===== src/hdl/bsph_pkg.sv =====
package bsph_pkg;

  // Field widths fixed by the interface.
  localparam int IDX_W   = 5;
  localparam int LVL_W   = 16;
  localparam int TIME_W  = 32;
  localparam int BC_W    = 6;
  localparam int DW_W    = 10;
  localparam int HOLD_W  = 16;
  localparam int DECAY_W = 16;
  localparam int HGT_W   = 7;
  localparam int BW_W    = 5;
  localparam int CFG_IDX_W  = 2;
  localparam int CFG_DATA_W = 16;
  localparam int IN_DATA_W  = 56;
  localparam int OUT_DATA_W = 48;
  localparam int BANDS_IDX  = 32;

  // Smoothing weights in Q0.16, 0.7 and 0.3, and the rounding term.
  localparam logic [LVL_W-1:0] W_OLD      = 16'd45875;
  localparam logic [LVL_W-1:0] W_NEW      = 16'd19661;
  localparam logic [32:0]      ROUND_HALF = 33'd32768;

  localparam logic [BW_W-1:0] WIDTH_CAP = 5'd20;
  localparam logic [BW_W-1:0] SPACING   = 5'd2;

  // Register indexes on the configuration port.
  localparam logic [CFG_IDX_W-1:0] REG_BAND_COUNT   = 2'd0;
  localparam logic [CFG_IDX_W-1:0] REG_PANEL_WIDTH  = 2'd1;
  localparam logic [CFG_IDX_W-1:0] REG_HOLD_TIME    = 2'd2;
  localparam logic [CFG_IDX_W-1:0] REG_DECAY_FACTOR = 2'd3;

  typedef struct packed {
    logic accept;
    logic div_start;
    logic lay_en;
    logic mul_en;
    logic sum_en;
    logic peak_en;
    logic out_load;
  } ctrl_cmd_t;

  typedef struct packed {
    logic div_last;
  } dp_stat_t;

endpackage


===== src/hdl/bsph_div.sv =====
module bsph_div
  import bsph_pkg::*;
(
  input  logic            clk,
  input  logic            rst_n,
  input  logic            start,
  input  logic [DW_W-1:0] dividend,
  input  logic [BC_W-1:0] divisor,
  output logic            last,
  output logic [DW_W-1:0] quotient
);

  localparam int CNT_W = $clog2(DW_W + 1);

  logic [CNT_W-1:0] cnt_r, cnt_nxt;
  logic [DW_W-1:0]  quo_r, quo_nxt;
  logic [BC_W-1:0]  rem_r, rem_nxt;
  logic [BC_W:0]    trial;
  logic [BC_W:0]    diff;

  // Restoring division, one quotient bit per cycle. The dividend shifts out
  // of the top of quo_r while quotient bits shift in at the bottom.
  assign trial = {rem_r, quo_r[DW_W-1]};
  assign diff  = trial - {1'b0, divisor};

  always_comb begin
    cnt_nxt = cnt_r;
    quo_nxt = quo_r;
    rem_nxt = rem_r;
    if (start) begin
      cnt_nxt = CNT_W'(DW_W);
      quo_nxt = dividend;
      rem_nxt = '0;
    end else if (cnt_r != '0) begin
      cnt_nxt = cnt_r - 1'b1;
      if (trial >= {1'b0, divisor}) begin
        rem_nxt = diff[BC_W-1:0];
        quo_nxt = {quo_r[DW_W-2:0], 1'b1};
      end else begin
        rem_nxt = trial[BC_W-1:0];
        quo_nxt = {quo_r[DW_W-2:0], 1'b0};
      end
    end
  end

  always_ff @(posedge clk) begin
    if (!rst_n) begin
      cnt_r <= '0;
    end else begin
      cnt_r <= cnt_nxt;
    end
  end

  always_ff @(posedge clk) begin
    quo_r <= quo_nxt;
    rem_r <= rem_nxt;
  end

  assign last     = (cnt_r == CNT_W'(1));
  assign quotient = quo_r;

endmodule


===== src/hdl/bsph_datapath.sv =====
module bsph_datapath
  import bsph_pkg::*;
#(
  parameter int MAX_BAND_COUNT = 32,
  parameter int SCREEN_HEIGHT  = 240
) (
  input  logic                  clk,
  input  logic                  rst_n,
  input  ctrl_cmd_t             cmd,
  output dp_stat_t              stat,
  input  logic [IN_DATA_W-1:0]  in_tdata,
  input  logic                  cfg_we,
  input  logic [CFG_IDX_W-1:0]  cfg_index,
  input  logic [CFG_DATA_W-1:0] cfg_data,
  output logic [OUT_DATA_W-1:0] out_tdata
);

  localparam int SW    = (MAX_BAND_COUNT > 1) ? $clog2(MAX_BAND_COUNT) : 1;
  localparam int N_CAP = (MAX_BAND_COUNT > 63) ? 63 : MAX_BAND_COUNT;
  localparam int MAX_H = SCREEN_HEIGHT / 2 - 5;
  localparam int HW    = $clog2(MAX_H + 1);
  localparam int PW    = 23 + HW;

  // Configuration registers.
  logic [BC_W-1:0]    band_count_r;
  logic [DW_W-1:0]    panel_width_r;
  logic [HOLD_W-1:0]  hold_time_r;
  logic [DECAY_W-1:0] decay_factor_r;

  always_ff @(posedge clk) begin
    if (!rst_n) begin
      band_count_r    <= 6'd32;
      panel_width_r   <= 10'd320;
      hold_time_r     <= 16'd500;
      decay_factor_r  <= 16'd62259;
    end else if (cfg_we) begin
      case (cfg_index)
        REG_BAND_COUNT:   band_count_r   <= cfg_data[BC_W-1:0];
        REG_PANEL_WIDTH:  panel_width_r  <= cfg_data[DW_W-1:0];
        REG_HOLD_TIME:    hold_time_r    <= cfg_data[HOLD_W-1:0];
        REG_DECAY_FACTOR: decay_factor_r <= cfg_data[DECAY_W-1:0];
        default: ;
      endcase
    end
  end

  // Effective band count, clamped to one up to the store depth or 63, whichever is smaller.
  logic [BC_W-1:0] n_eff;
  always_comb begin
    if (band_count_r == '0) begin
      n_eff = BC_W'(1);
    end else if (band_count_r > BC_W'(N_CAP)) begin
      n_eff = BC_W'(N_CAP);
    end else begin
      n_eff = band_count_r;
    end
  end

  // Layout: width per band from the divider, then spacing and centering.
  logic            div_last;
  logic [DW_W-1:0] div_q;

  bsph_div u_div (
    .clk      (clk),
    .rst_n    (rst_n),
    .start    (cmd.div_start),
    .dividend (panel_width_r),
    .divisor  (n_eff),
    .last     (div_last),
    .quotient (div_q)
  );

  assign stat.div_last = div_last;

  logic [BW_W-1:0] w_cap, w_lay, wp2_lay;
  logic [DW_W:0]   total;
  logic [DW_W:0]   slack;
  logic [BW_W-1:0] w_r, wp2_r;
  logic [DW_W-1:0] start_r;

  always_comb begin
    w_cap   = (div_q > DW_W'(WIDTH_CAP)) ? WIDTH_CAP : div_q[BW_W-1:0];
    w_lay   = (w_cap > SPACING) ? (w_cap - SPACING) : w_cap;
    wp2_lay = w_lay + SPACING;
    total   = (DW_W+1)'(wp2_lay) * (DW_W+1)'(n_eff);
    slack   = {1'b0, panel_width_r} - total;
  end

  always_ff @(posedge clk) begin
    if (cmd.lay_en) begin
      w_r     <= w_lay;
      wp2_r   <= wp2_lay;
      start_r <= (total > {1'b0, panel_width_r}) ? '0 : {1'b0, slack[DW_W-1:1]};
    end
  end

  // Store entry selection: band index modulo the store depth, as a table.
  logic [SW-1:0] slot_tab [BANDS_IDX];
  for (genvar i = 0; i < BANDS_IDX; i++) begin : g_slot
    assign slot_tab[i] = SW'(i % MAX_BAND_COUNT);
  end

  logic [IDX_W-1:0]  in_idx;
  logic [LVL_W-1:0]  in_lvl;
  logic [TIME_W-1:0] in_now;
  logic [SW-1:0]     in_slot;

  assign in_idx  = in_tdata[IDX_W-1:0];
  assign in_lvl  = in_tdata[IDX_W+LVL_W-1:IDX_W];
  assign in_now  = in_tdata[IDX_W+LVL_W+TIME_W-1:IDX_W+LVL_W];
  assign in_slot = slot_tab[in_idx];

  // Per-band stores. One valid bit per band covers all three stores; an
  // entry that was never written reads as zero.
  logic [LVL_W-1:0]  smooth_mem [MAX_BAND_COUNT];
  logic [LVL_W-1:0]  peak_mem   [MAX_BAND_COUNT];
  logic [TIME_W-1:0] time_mem   [MAX_BAND_COUNT];
  logic [MAX_BAND_COUNT-1:0] vld_r;

  logic [IDX_W-1:0]  idx_r;
  logic [LVL_W-1:0]  lvl_r;
  logic [TIME_W-1:0] now_r;
  logic [SW-1:0]     slot_r;
  logic              rd_vld_r;
  logic [LVL_W-1:0]  sm_rd_r, pk_rd_r;
  logic [TIME_W-1:0] tm_rd_r;

  always_ff @(posedge clk) begin
    if (cmd.accept) begin
      idx_r    <= in_idx;
      lvl_r    <= in_lvl;
      now_r    <= in_now;
      slot_r   <= in_slot;
      rd_vld_r <= vld_r[in_slot];
      sm_rd_r  <= smooth_mem[in_slot];
      pk_rd_r  <= peak_mem[in_slot];
      tm_rd_r  <= time_mem[in_slot];
    end
  end

  logic [LVL_W-1:0]  sm_old, pk_old;
  logic [TIME_W-1:0] tm_old;
  assign sm_old = rd_vld_r ? sm_rd_r : '0;
  assign pk_old = rd_vld_r ? pk_rd_r : '0;
  assign tm_old = rd_vld_r ? tm_rd_r : '0;

  // Multiply step.
  logic [31:0]      p_old_r, p_new_r, p_dec_r;
  logic             hold_exp_r;
  logic [DW_W-1:0]  xoff_r;
  logic [TIME_W-1:0] elapsed;

  assign elapsed = now_r - tm_old;

  always_ff @(posedge clk) begin
    if (cmd.mul_en) begin
      p_old_r    <= 32'(sm_old) * 32'(W_OLD);
      p_new_r    <= 32'(lvl_r) * 32'(W_NEW);
      p_dec_r    <= 32'(pk_old) * 32'(decay_factor_r);
      hold_exp_r <= (elapsed > TIME_W'(hold_time_r));
      xoff_r     <= DW_W'(idx_r) * DW_W'(wp2_r);
    end
  end

  // Sum step: weighted sum with rounding, saturated to the Q0.16 range.
  logic [32:0]      acc;
  logic [LVL_W-1:0] s_r;
  assign acc = {1'b0, p_old_r} + {1'b0, p_new_r} + ROUND_HALF;

  always_ff @(posedge clk) begin
    if (cmd.sum_en) begin
      s_r <= (acc[32] == 1'b1) ? '1 : acc[31:16];
    end
  end

  // Peak step: follow a rise, otherwise decay once the hold has expired.
  logic [LVL_W-1:0]  peak_new;
  logic [TIME_W-1:0] time_new;
  logic [LVL_W-1:0]  peak_r;
  logic [HGT_W-1:0]  bh_r;
  logic [PW-1:0]     bh_prod, ph_prod;

  always_comb begin
    time_new = tm_old;
    if (s_r > pk_old) begin
      peak_new = s_r;
      time_new = now_r;
    end else if (hold_exp_r) begin
      peak_new = p_dec_r[31:16];
    end else begin
      peak_new = pk_old;
    end
  end

  assign bh_prod = PW'(s_r) * PW'(MAX_H);

  always_ff @(posedge clk) begin
    if (cmd.peak_en) begin
      smooth_mem[slot_r] <= s_r;
      peak_mem[slot_r]   <= peak_new;
      time_mem[slot_r]   <= time_new;
      peak_r             <= peak_new;
      bh_r               <= bh_prod[22:16];
    end
  end

  always_ff @(posedge clk) begin
    if (!rst_n) begin
      vld_r <= '0;
    end else if (cmd.peak_en) begin
      vld_r[slot_r] <= 1'b1;
    end
  end

  // Output step.
  logic [HGT_W-1:0]      ph;
  logic                  vis;
  logic [DW_W-1:0]       bar_x;
  logic [OUT_DATA_W-1:0] out_tdata_r;

  assign ph_prod = PW'(peak_r) * PW'(MAX_H);
  assign ph      = ph_prod[22:16];
  assign vis     = (ph > bh_r) && (ph > HGT_W'(2));
  assign bar_x   = start_r + xoff_r;

  always_ff @(posedge clk) begin
    if (cmd.out_load) begin
      out_tdata_r <= {2'b00, w_r, bar_x, vis, ph, bh_r, s_r};
    end
  end

  assign out_tdata = out_tdata_r;

endmodule


===== src/hdl/bsph_ctrl.sv =====
module bsph_ctrl
  import bsph_pkg::*;
(
  input  logic                 clk,
  input  logic                 rst_n,
  input  logic                 in_tvalid,
  output logic                 in_tready,
  output logic                 out_tvalid,
  input  logic                 out_tready,
  input  logic                 cfg_we,
  input  logic [CFG_IDX_W-1:0] cfg_index,
  output ctrl_cmd_t            cmd,
  input  dp_stat_t             stat
);

  localparam logic [2:0] ST_IDLE = 3'd0;
  localparam logic [2:0] ST_DIV  = 3'd1;
  localparam logic [2:0] ST_LFIN = 3'd2;
  localparam logic [2:0] ST_MUL  = 3'd3;
  localparam logic [2:0] ST_SUM  = 3'd4;
  localparam logic [2:0] ST_PEAK = 3'd5;
  localparam logic [2:0] ST_OUT  = 3'd6;

  logic [2:0] state_r, state_nxt;
  logic       layout_ok_r, layout_ok_nxt;
  logic       out_valid_r, out_valid_nxt;
  logic       cfg_lay;

  // A write to either layout register makes the cached layout stale.
  assign cfg_lay = cfg_we && (cfg_index inside {REG_BAND_COUNT, REG_PANEL_WIDTH});

  always_comb begin
    state_nxt     = state_r;
    layout_ok_nxt = layout_ok_r;
    out_valid_nxt = out_valid_r;
    cmd           = '0;
    if (out_valid_r && out_tready) begin
      out_valid_nxt = 1'b0;
    end
    case (state_r)
      ST_IDLE: begin
        if (!layout_ok_r) begin
          if (!cfg_lay) begin
            cmd.div_start = 1'b1;
            state_nxt     = ST_DIV;
          end
        end else if (in_tvalid) begin
          cmd.accept = 1'b1;
          state_nxt  = ST_MUL;
        end
      end
      ST_DIV: begin
        if (cfg_lay) begin
          state_nxt = ST_IDLE;
        end else if (stat.div_last) begin
          state_nxt = ST_LFIN;
        end
      end
      ST_LFIN: begin
        if (!cfg_lay) begin
          cmd.lay_en    = 1'b1;
          layout_ok_nxt = 1'b1;
        end
        state_nxt = ST_IDLE;
      end
      ST_MUL: begin
        cmd.mul_en = 1'b1;
        state_nxt  = ST_SUM;
      end
      ST_SUM: begin
        cmd.sum_en = 1'b1;
        state_nxt  = ST_PEAK;
      end
      ST_PEAK: begin
        cmd.peak_en = 1'b1;
        state_nxt   = ST_OUT;
      end
      ST_OUT: begin
        if (!out_valid_r || out_tready) begin
          cmd.out_load  = 1'b1;
          out_valid_nxt = 1'b1;
          state_nxt     = ST_IDLE;
        end
      end
      default: begin
        state_nxt = ST_IDLE;
      end
    endcase
    if (cfg_lay) begin
      layout_ok_nxt = 1'b0;
    end
  end

  always_ff @(posedge clk) begin
    if (!rst_n) begin
      state_r     <= ST_IDLE;
      layout_ok_r <= 1'b0;
      out_valid_r <= 1'b0;
    end else begin
      state_r     <= state_nxt;
      layout_ok_r <= layout_ok_nxt;
      out_valid_r <= out_valid_nxt;
    end
  end

  assign in_tready  = (state_r == ST_IDLE) && layout_ok_r;
  assign out_tvalid = out_valid_r;

endmodule


===== src/hdl/band_smooth_peak_hold_core.sv =====
// Channel  Direction  Handshake                Payload
// in_      slave      in_tvalid / in_tready    band_index, level, now_ms
// out_     master     out_tvalid / out_tready  smoothed_level .. bar_width
// cfg_     slave      cfg_valid / cfg_ready    cfg_index, cfg_data
//
// Each word passes from acceptance to the output register through one read,
// three arithmetic steps and the output step of the controller sequence; the
// next word is accepted once the controller returns to idle after that step.
// After reset, and after any write to band_count or the panel width, the bar
// layout is rebuilt by a bit-serial divider before the next word is taken:
// one quotient bit per cycle for the 10-bit panel width.
// A result waits in the output register while the next word is processed;
// the output step stalls only if that register is still full.
// Reset clears the control state and the per-band valid bits and sets the config registers to their defaults.
module band_smooth_peak_hold_core
  import bsph_pkg::*;
#(
  parameter int MAX_BAND_COUNT = 32,
  parameter int SCREEN_HEIGHT  = 240
) (
  input  logic                  clk,
  input  logic                  rst_n,
  input  logic                  in_tvalid,
  output logic                  in_tready,
  // [4:0] band_index, [20:5] level, [52:21] now_ms, [55:53] zero
  input  logic [IN_DATA_W-1:0]  in_tdata,
  output logic                  out_tvalid,
  input  logic                  out_tready,
  // [15:0] smoothed_level, [22:16] bar_px, [29:23] peak_px,
  // [30] peak_visible, [40:31] bar_x, [45:41] bar_width, [47:46] zero
  output logic [OUT_DATA_W-1:0] out_tdata,
  input  logic                  cfg_valid,
  output logic                  cfg_ready,
  input  logic [CFG_IDX_W-1:0]  cfg_index,
  input  logic [CFG_DATA_W-1:0] cfg_data
);

  ctrl_cmd_t cmd;
  dp_stat_t  stat;
  logic      cfg_we;

  assign cfg_ready = 1'b1;
  assign cfg_we    = cfg_valid && cfg_ready;

  bsph_ctrl u_ctrl (
    .clk        (clk),
    .rst_n      (rst_n),
    .in_tvalid  (in_tvalid),
    .in_tready  (in_tready),
    .out_tvalid (out_tvalid),
    .out_tready (out_tready),
    .cfg_we     (cfg_we),
    .cfg_index  (cfg_index),
    .cmd        (cmd),
    .stat       (stat)
  );

  bsph_datapath #(
    .MAX_BAND_COUNT (MAX_BAND_COUNT),
    .SCREEN_HEIGHT  (SCREEN_HEIGHT)
  ) u_dp (
    .clk       (clk),
    .rst_n     (rst_n),
    .cmd       (cmd),
    .stat      (stat),
    .in_tdata  (in_tdata),
    .cfg_we    (cfg_we),
    .cfg_index (cfg_index),
    .cfg_data  (cfg_data),
    .out_tdata (out_tdata)
  );

`ifndef SYNTHESIS
  // Only one word is in flight at a time.
  a_one_in_flight: assert property (@(posedge clk) disable iff (!rst_n)
    in_tvalid && in_tready |=> !in_tready)
    else $error("input accepted while a word is in flight");

  // A layout register write must hold off input until the layout is rebuilt.
  a_layout_stale: assert property (@(posedge clk) disable iff (!rst_n)
    cfg_we && (cfg_index == REG_BAND_COUNT || cfg_index == REG_PANEL_WIDTH)
    |=> !in_tready)
    else $error("input ready with a stale layout");

  // The visible flag agrees with the two heights it was derived from.
  a_peak_visible: assert property (@(posedge clk) disable iff (!rst_n)
    out_tvalid && out_tdata[30]
    |-> (out_tdata[29:23] > out_tdata[22:16]) && (out_tdata[29:23] > 7'd2))
    else $error("peak_visible set without a peak above the bar");
`endif

endmodule

===== config.mk =====
export PLATFORM = sky130hd
export DESIGN_NAME = band_smooth_peak_hold_core
export DESIGN_NICKNAME = d
export VERILOG_FILES = /design/src/hdl/bsph_pkg.sv /design/src/hdl/bsph_div.sv /design/src/hdl/bsph_datapath.sv /design/src/hdl/bsph_ctrl.sv /design/src/hdl/band_smooth_peak_hold_core.sv
export SDC_FILE = /design/constraint.sdc
export NUM_CORES = 2
export LEC_CHECK = 0
export ABC_AREA = 0
export ABC_CLOCK_PERIOD_IN_PS = 14200
export BUFFER_PORTS_ARGS = -buffer_cell sky130_fd_sc_hd__buf_2
export CAP_MARGIN = 25
export CELL_PAD_IN_SITES_DETAIL_PLACEMENT = 0
export CELL_PAD_IN_SITES_GLOBAL_PLACEMENT = 1
export CORE_MARGIN = 5
export CORE_UTILIZATION = 25
export CTS_BUF_LIST = sky130_fd_sc_hd__clkbuf_4
export CTS_CLUSTER_DIAMETER = 30
export DETAILED_ROUTE_END_ITERATION = 7
export MAX_ROUTING_LAYER = met4
export PLACE_DENSITY_LB_ADDON = 0.1
export RECOVER_POWER = 50
export SETUP_SLACK_MARGIN = 0.5
export SLEW_MARGIN = 20
export SYNTH_ARGS = -nofsm -noshare
export SYNTH_HDL_FRONTEND = slang
export SYNTH_SLANG_ARGS = --single-unit

===== constraint.sdc =====
create_clock -name clk -period 14.2 [get_ports clk]
set_input_delay 0.71 -clock clk [delete_from_list [all_inputs] [get_ports clk]]
set_output_delay 0.71 -clock clk [all_outputs]
set_load 0.1 [all_outputs]

# Word-level counts from Yosys, hierarchy flattened
# Memory sizes are Yosys's and may differ from the RTL's. A register that Yosys moved wholly into a read port is not among the register bits.
# Cells that the tools add are included.
# classes
addsub,9
multipliers,7
magnitude_cmp,13
eq_ne,14
muxes,45
bitwise,3
n_reduce_logical,20
# op_table
cell,count
$mux 16,4
$mux 32,2
$mul 16x7->23 const B,2
$add 32x31->33,1
$add 33x16->33 const B,1
$gt 32x16->1,1
$mul 16x16->32,1
$mul 16x16->32 const B,1
$or 32x32->32,1
$sub 32x32->32,1
$mul 16x15->31 const B,1
$mux 10,2
$mux 5,4
$mux 1,18
$mux 3,6
$mux 6,3
$pmux 3 s6,1
$gt 16x16->1,1
$lt 5x6->1 const B,2
$gt 11x10->1,1
$mul 5x6->11,1
$add 10x10->10,1
$gt 10x5->1 const B,1
$mul 5x5->10,1
38 further kinds,53
# totals
reg_bits,375
ramBits,2048
romBits,160
output_inout_bits,51
memories,4
# memory_table
memory,words,word_bits,read_ports,rd_ports_with_merged_regs,write_ports,line,rtl
u_dp.time_mem,32,32,1,1,1,bsph_datapath.sv:117,logic [TIME_W-1:0] time_mem [MAX_BAND_COUNT];
u_dp.peak_mem,32,16,1,1,1,bsph_datapath.sv:116,logic [LVL_W-1:0] peak_mem [MAX_BAND_COUNT];
u_dp.smooth_mem,32,16,1,1,1,bsph_datapath.sv:115,logic [LVL_W-1:0] smooth_mem [MAX_BAND_COUNT];
(name not given),32,5,1,0,0,bsph_datapath.sv:111,assign in_slot = slot_tab[in_idx];

# Logic depth before layout (Yosys ltp)
# depth
ltp_word,7
depth_mapped,29

# Hierarchy
# A second synthesis with hierarchy kept.
# hier_totals
hier_cells,7176
area_unflattened_um2,120454.3
# by_module_without_submodules
module,instances,cells_per_inst,area_per_inst_um2,seq_area_each_um2
bsph_datapath,1,7023,118924.1,72439.5
bsph_div,1,108,1148.6,500.5
bsph_ctrl,1,43,370.4,100.1
band_smooth_peak_hold_core,1,2,11.3,0.0

# Least setup slack after synthesis
# OpenSTA, ideal clock, no wires.
# synth_path
path_kind,register to register
from,register u_dp.rd_vld_r
to,register u_dp.p_old_r[31] (data pin)
arrival_time_ps,6905
required_ps,13932
setup_slack_ps,7027
stages_incl_launch_ff,29
n_path_buf,4
period_less_slack_ps,7173
cell_sequence,edfxtp_1 > clkbuf_1 > clkbuf_1 > clkbuf_1 > clkbuf_1 > nand2_1 > inv_1 > ha_1 > inv_1 > fa_1 > inv_1 > fa_1 > inv_1 > fa_1 > inv_1 > fa_1 > fa_1 > ha_1 > a21o_1 > a21o_1 > a21o_1 > o21ai_0 > o211ai_1 > a221o_1 > o211a_1 > o21a_1 > o21a_1 > o41ai_1 > xnor2_1
# synth_between
elab_chain_cells,2
# synth_rtl
element,line,rtl
"start, declared",bsph_datapath.sv:124,logic rd_vld_r;
"start signal, assigned",bsph_datapath.sv:134,rd_vld_r <= vld_r[in_slot];
$mux 16,bsph_datapath.sv:143,assign sm_old = rd_vld_r ? sm_rd_r : '0;
$mul 16x16->32,bsph_datapath.sv:157,p_old_r <= 32'(sm_old) * 32'(W_OLD);
"end signal, assigned",bsph_datapath.sv:157,
"end, declared",bsph_datapath.sv:148,"logic [31:0] p_old_r, p_new_r, p_dec_r;"
# No other way between the ends.
# A chain may end at the register's enable or synchronous reset.

# Worst setup path in the final report
# layout_path
from,input port in_tdata[1]
to,register u_dp.tm_rd_r[23] (read register of u_dp.time_mem) (data pin)
# layout_between
elab_chain_cells,4
# layout_rtl
element,line,rtl
"start, declared",band_smooth_peak_hold_core.sv:26,"input logic [IN_DATA_W-1:0] in_tdata,"
$not 5->6 (implied by the code),bsph_datapath.sv:111,
$mem_v2 32x5,n/a,
$mux 5 (implied by the code) (2 in series),bsph_datapath.sv:111,
"end, declared",bsph_datapath.sv:126,logic [TIME_W-1:0] tm_rd_r;
# No other way between the ends. The select of a mux whose other input is x is not followed.

==> impl_results.md <==
- FP Rows: 254
- Gpl congestion: 0.751
- Path type of the worst min-delay path: input pin to flip-flop
- Reg clk slew, reported paths: 0.06 ns
- Share of cells above drive strength 1: 24.8%
- Worst Setup End Kind: flip-flop
- Vias after detailed routing: 66081
- Clock sink count: 2464
- Vias in the first global route: 72877
- Period utilisation layout: 77.3%
- Initial antenna violation count: 30
- Hpwl dp: 212000 µm
- TritonCTS Buffers: 759
- Synthesized area: 120000 µm²
- Worst clock skew: 0.147 ns
- Core Area: 478000 µm²
- Crit start category: input pin
- Async set-reset flop share out of synthesis: 0%
- Family with the most delay on the worst path: buffers and inverters
- Pre-CTS setup slack: 5.13 ns
- Net count, final: 9231
- Via-per-instance ratio: 4.40
- Most frequent cells in the layout: edfxtp_1 (2369), clkbuf_4 (1044), inv_1 (793), ha_1 (685), mux4_2 (650)
- CP Launch Point: in_tdata[1]
- Fmax: 0.0912 GHz
- PnR worst setup slack: 3.23 ns
- Drt wl/cell: 25.0 µm
- Slew margin rel.: -487%
- Final WL: 375000 µm
- Worst R2R End: u_dp.time_mem[28][16]$_DFFE_PP_
- Critical path required time: 15.47 ns
- Critical Path End: u_dp.tm_rd_r[23]$_DFFE_PP_
- CTS H-Tree Depth: 6
- GRT Util Overall: 15.5%
- Cell Pwr Density: 122 nW/µm²
- Clock Latency Late Sink: 1.58 ns
- Crit-path max FO: 79
- # setup viols final: 0
- Worst-path cell chain: dlygate4sd3_1 -> clkbuf_1 -> clkbuf_1 -> clkbuf_1 -> buf_4 -> mux4_2 -> mux4_2 -> mux2_2
- Register area share after synthesis: 61.0%
- Total grt overflow: 0
- Die footprint: 493000 µm²
- First-pass GRT wire length: 531000 µm
- Top FF cell, synth: edfxtp_1
- Pwr Total: 17100 µW
- Flops & latches, synth: 2464
- Max cap viols: 69
- Slowest CP cell: clkbuf_1
- Setup TNS: 0 ns
- Reg2reg start: u_ctrl.state_r[0]$_SDFFE_PN0P_
- # IOs: 130
- Pleak: 0.0510 µW
- P&R area growth vs syn: 17.3%
- Netlist cell types: 77
- Worst-margin pin slew: 8.80 ns
- Initial drt markers: 3934
- Max-slew violations: 3042
- Buffers & Inverters on Critical Path: 5
- EDFF count, synth: 2369
- PortBufs: 123
- Hold Vio Cnt, Final: 0
- CTS root buf: clkbuf_4
- Initial cell density of the core: 25.0%
- First-pass detailed-route iteration total: 5
- Status: complete, but fails checks
- Hold Worst Slack: 0.331 ns
- Reg2reg setup slack: 3.64 ns
- CP peak stage delay: 4.10 ns
- Die width: 702 µm
- Final Core Density: 29.4%
- Violated checks: max-capacitance violations, max-slew violations
- Max clock buf depth: 4
- CTS tree: built
- Crit path top cell by count: clkbuf_1
- Tmin final: 10.97 ns
- Chip height: 702 µm
- Largest net degree at the start of global routing: 114
- Post-Syn Instances: 7061
- Reg2Reg Depth: 5
- RSZ-0062 raised after global routing: no
- Ys Warns: 0
- CP arrival: 12.24 ns
- # DRC: 0
- Maximum vdd drop: 0.0960 mV
- CP Class: input pin to flip-flop
- Critical Path Stages: 8
- Syn Area/Cell: 16.9 µm²
- Commonest non-fill, non-tap cell in the layout: edfxtp_1
- Antenna violation net count after detailed routing: 0
timing repair:
action / in CTS / in global routing
buffers inserted: 0 / 0
hold buffers: 159 / 0
gates resized for setup: 0 / 0
setup endpoints to repair: 0 / 0
endpoints found under the hold margin: 217 / 0
sequential cells by signal, indices dropped and copies added, names as in the netlist, 6 cells and up:
register             flops
u_dp.time_mem         1024
u_dp.peak_mem          512
u_dp.smooth_mem        512
u_dp.out_tdata          46
u_dp.now_r              32
u_dp.p_old_r            32
u_dp.tm_rd_r            32
u_dp.vld_r              32
u_dp.p_new_r            31
u_dp.decay_factor_r     16
u_dp.hold_time_r        16
u_dp.lvl_r              16
u_dp.p_dec_r            16
u_dp.peak_r             16
u_dp.pk_rd_r            16
u_dp.s_r                16
u_dp.sm_rd_r            16
u_dp.panel_width_r      10
u_dp.u_div.quotient     10
u_dp.xoff_r             10
u_dp.start_r             9
u_dp.bh_r                7
u_dp.band_count_r        6
u_dp.u_div.rem_r         6
per-stage QoR:
step           instance area [µm²]  std cells
2_1_floorplan               120000       7062
3_3_place_gp                129000      13492
3_5_place_dp                130000      13498
4_1_cts                     141000      14999
5_1_grt                     140000      15031
6_report                    140000      15033
Yosys cell counts, types with 5 or more instances:
library cell / instances / area share [%]
or3_1: 13 / 0.068
nand2b_1: 27 / 0.14
nand3_1: 39 / 0.16
dfxtp_1: 95 / 1.6
nor2_1: 180 / 0.56
mux2i_1: 47 / 0.39
o211ai_1: 16 / 0.10
nor3_1: 36 / 0.15
a21boi_0: 39 / 0.24
buf_1: 64 / 0.20
and3_1: 102 / 0.53
a21oi_1: 159 / 0.67
mux2_2: 73 / 0.69
fa_1: 445 / 7.4
and2_1: 41 / 0.21
nor4_1: 6 / 0.031
edfxtp_1: 2369 / 59
nand3b_1: 9 / 0.056
or2_2: 5 / 0.026
o21bai_1: 26 / 0.16
nand2_1: 407 / 1.3
inv_1: 793 / 2.5
xnor2_1: 96 / 0.70
ha_1: 685 / 7.2
clkbuf_1: 188 / 0.59
o31ai_1: 10 / 0.063
a31oi_1: 11 / 0.058
mux4_2: 650 / 12
a211oi_1: 9 / 0.056
nand4_1: 19 / 0.099
xor2_1: 41 / 0.30
a21o_1: 64 / 0.40
and4_1: 5 / 0.037
o21a_1: 71 / 0.45
o21ai_0: 114 / 0.48
nor2b_1: 30 / 0.16
cells by family (layout without fill, tap and decap cells):
| group | count (synthesis) | count (layout) | share of synthesized area [%] |
|---|---|---|---|
| and+or+nand+nor | 934 | 934 | 3.62 |
| AOI/OAI and AO/OA | 574 | 574 | 3.09 |
| DFF | 2464 | 2464 | 61.0 |
| buffers and inverters | 1050 | 2591 | 3.31 |
| xor gates and xnor gates | 137 | 137 | 1.00 |
| adders and majority gates | 1130 | 1130 | 14.6 |
| other | 2 | 33 | 0.00628 |
| muxes | 770 | 770 | 13.3 |
worst min-delay path by stage:
| stage | start | endpoint | slack [ns] | depth (start not counted) |
|---|---|---|---|---|
| final | in_tdata[0] | u_dp.tm_rd_r[5]$_DFFE_PP_ | 0.33 | 4 |
| after global placement | u_dp.w_r[4]$_DFFE_PP_ | u_dp.out_tdata[45]$_DFFE_PP_ | 0.43 | 0 |
| after CTS | in_tdata[29] | u_dp.now_r[8]$_DFFE_PP_ | 0.03 | 3 |
| after floorplan | u_dp.w_r[1]$_DFFE_PP_ | u_dp.out_tdata[42]$_DFFE_PP_ | 0.40 | 0 |
| after global routing | in_tvalid | u_ctrl.state_r[0]$_SDFFE_PN0P_ | 0.16 | 6 |
| after detailed placement | u_dp.w_r[3]$_DFFE_PP_ | u_dp.out_tdata[44]$_DFFE_PP_ | 0.42 | 0 |
area by class of cell:
class,count,area [µm²]
fill,47956,337000
sequential,2464,73000
multi-input combinational,3548,43100
tap,6400,8010
clock buffer,1044,7840
timing repair buffer,456,3390
inverter,793,2980
clock inverter,298,1920
antenna,30,75.1
power by group:
| part | switching [µW] | internal (µW) | total [µW] | leakage, µW |
|---|---|---|---|---|
| clock | 3240 | 3780 | 7010 | 0.00577 |
| sequential | 66.7 | 8090 | 8150 | 0.0222 |
| combinational | 1110 | 796 | 1910 | 0.0231 |
per-layer routing:
metal | share of wire (%) | track usage, % | wire length, µm
met4 | 2.3 | 4.12 | 8820
met3 | 4.5 | 2.74 | 16700
met5 | 0 | - | 0
met1 | 45 | 20.0 | 168000
met2 | 48 | 25.3 | 182000
worst reg2reg max path, delay by kind of cell (launching register included):
kind | cells | cell delay (ns)
buffers and inverters | 1 | 5.96
AND/OR/NAND/NOR | 4 | 3.21
flip-flops | 1 | 0.53
No activity file was read; power rests on OpenSTA's default activity.
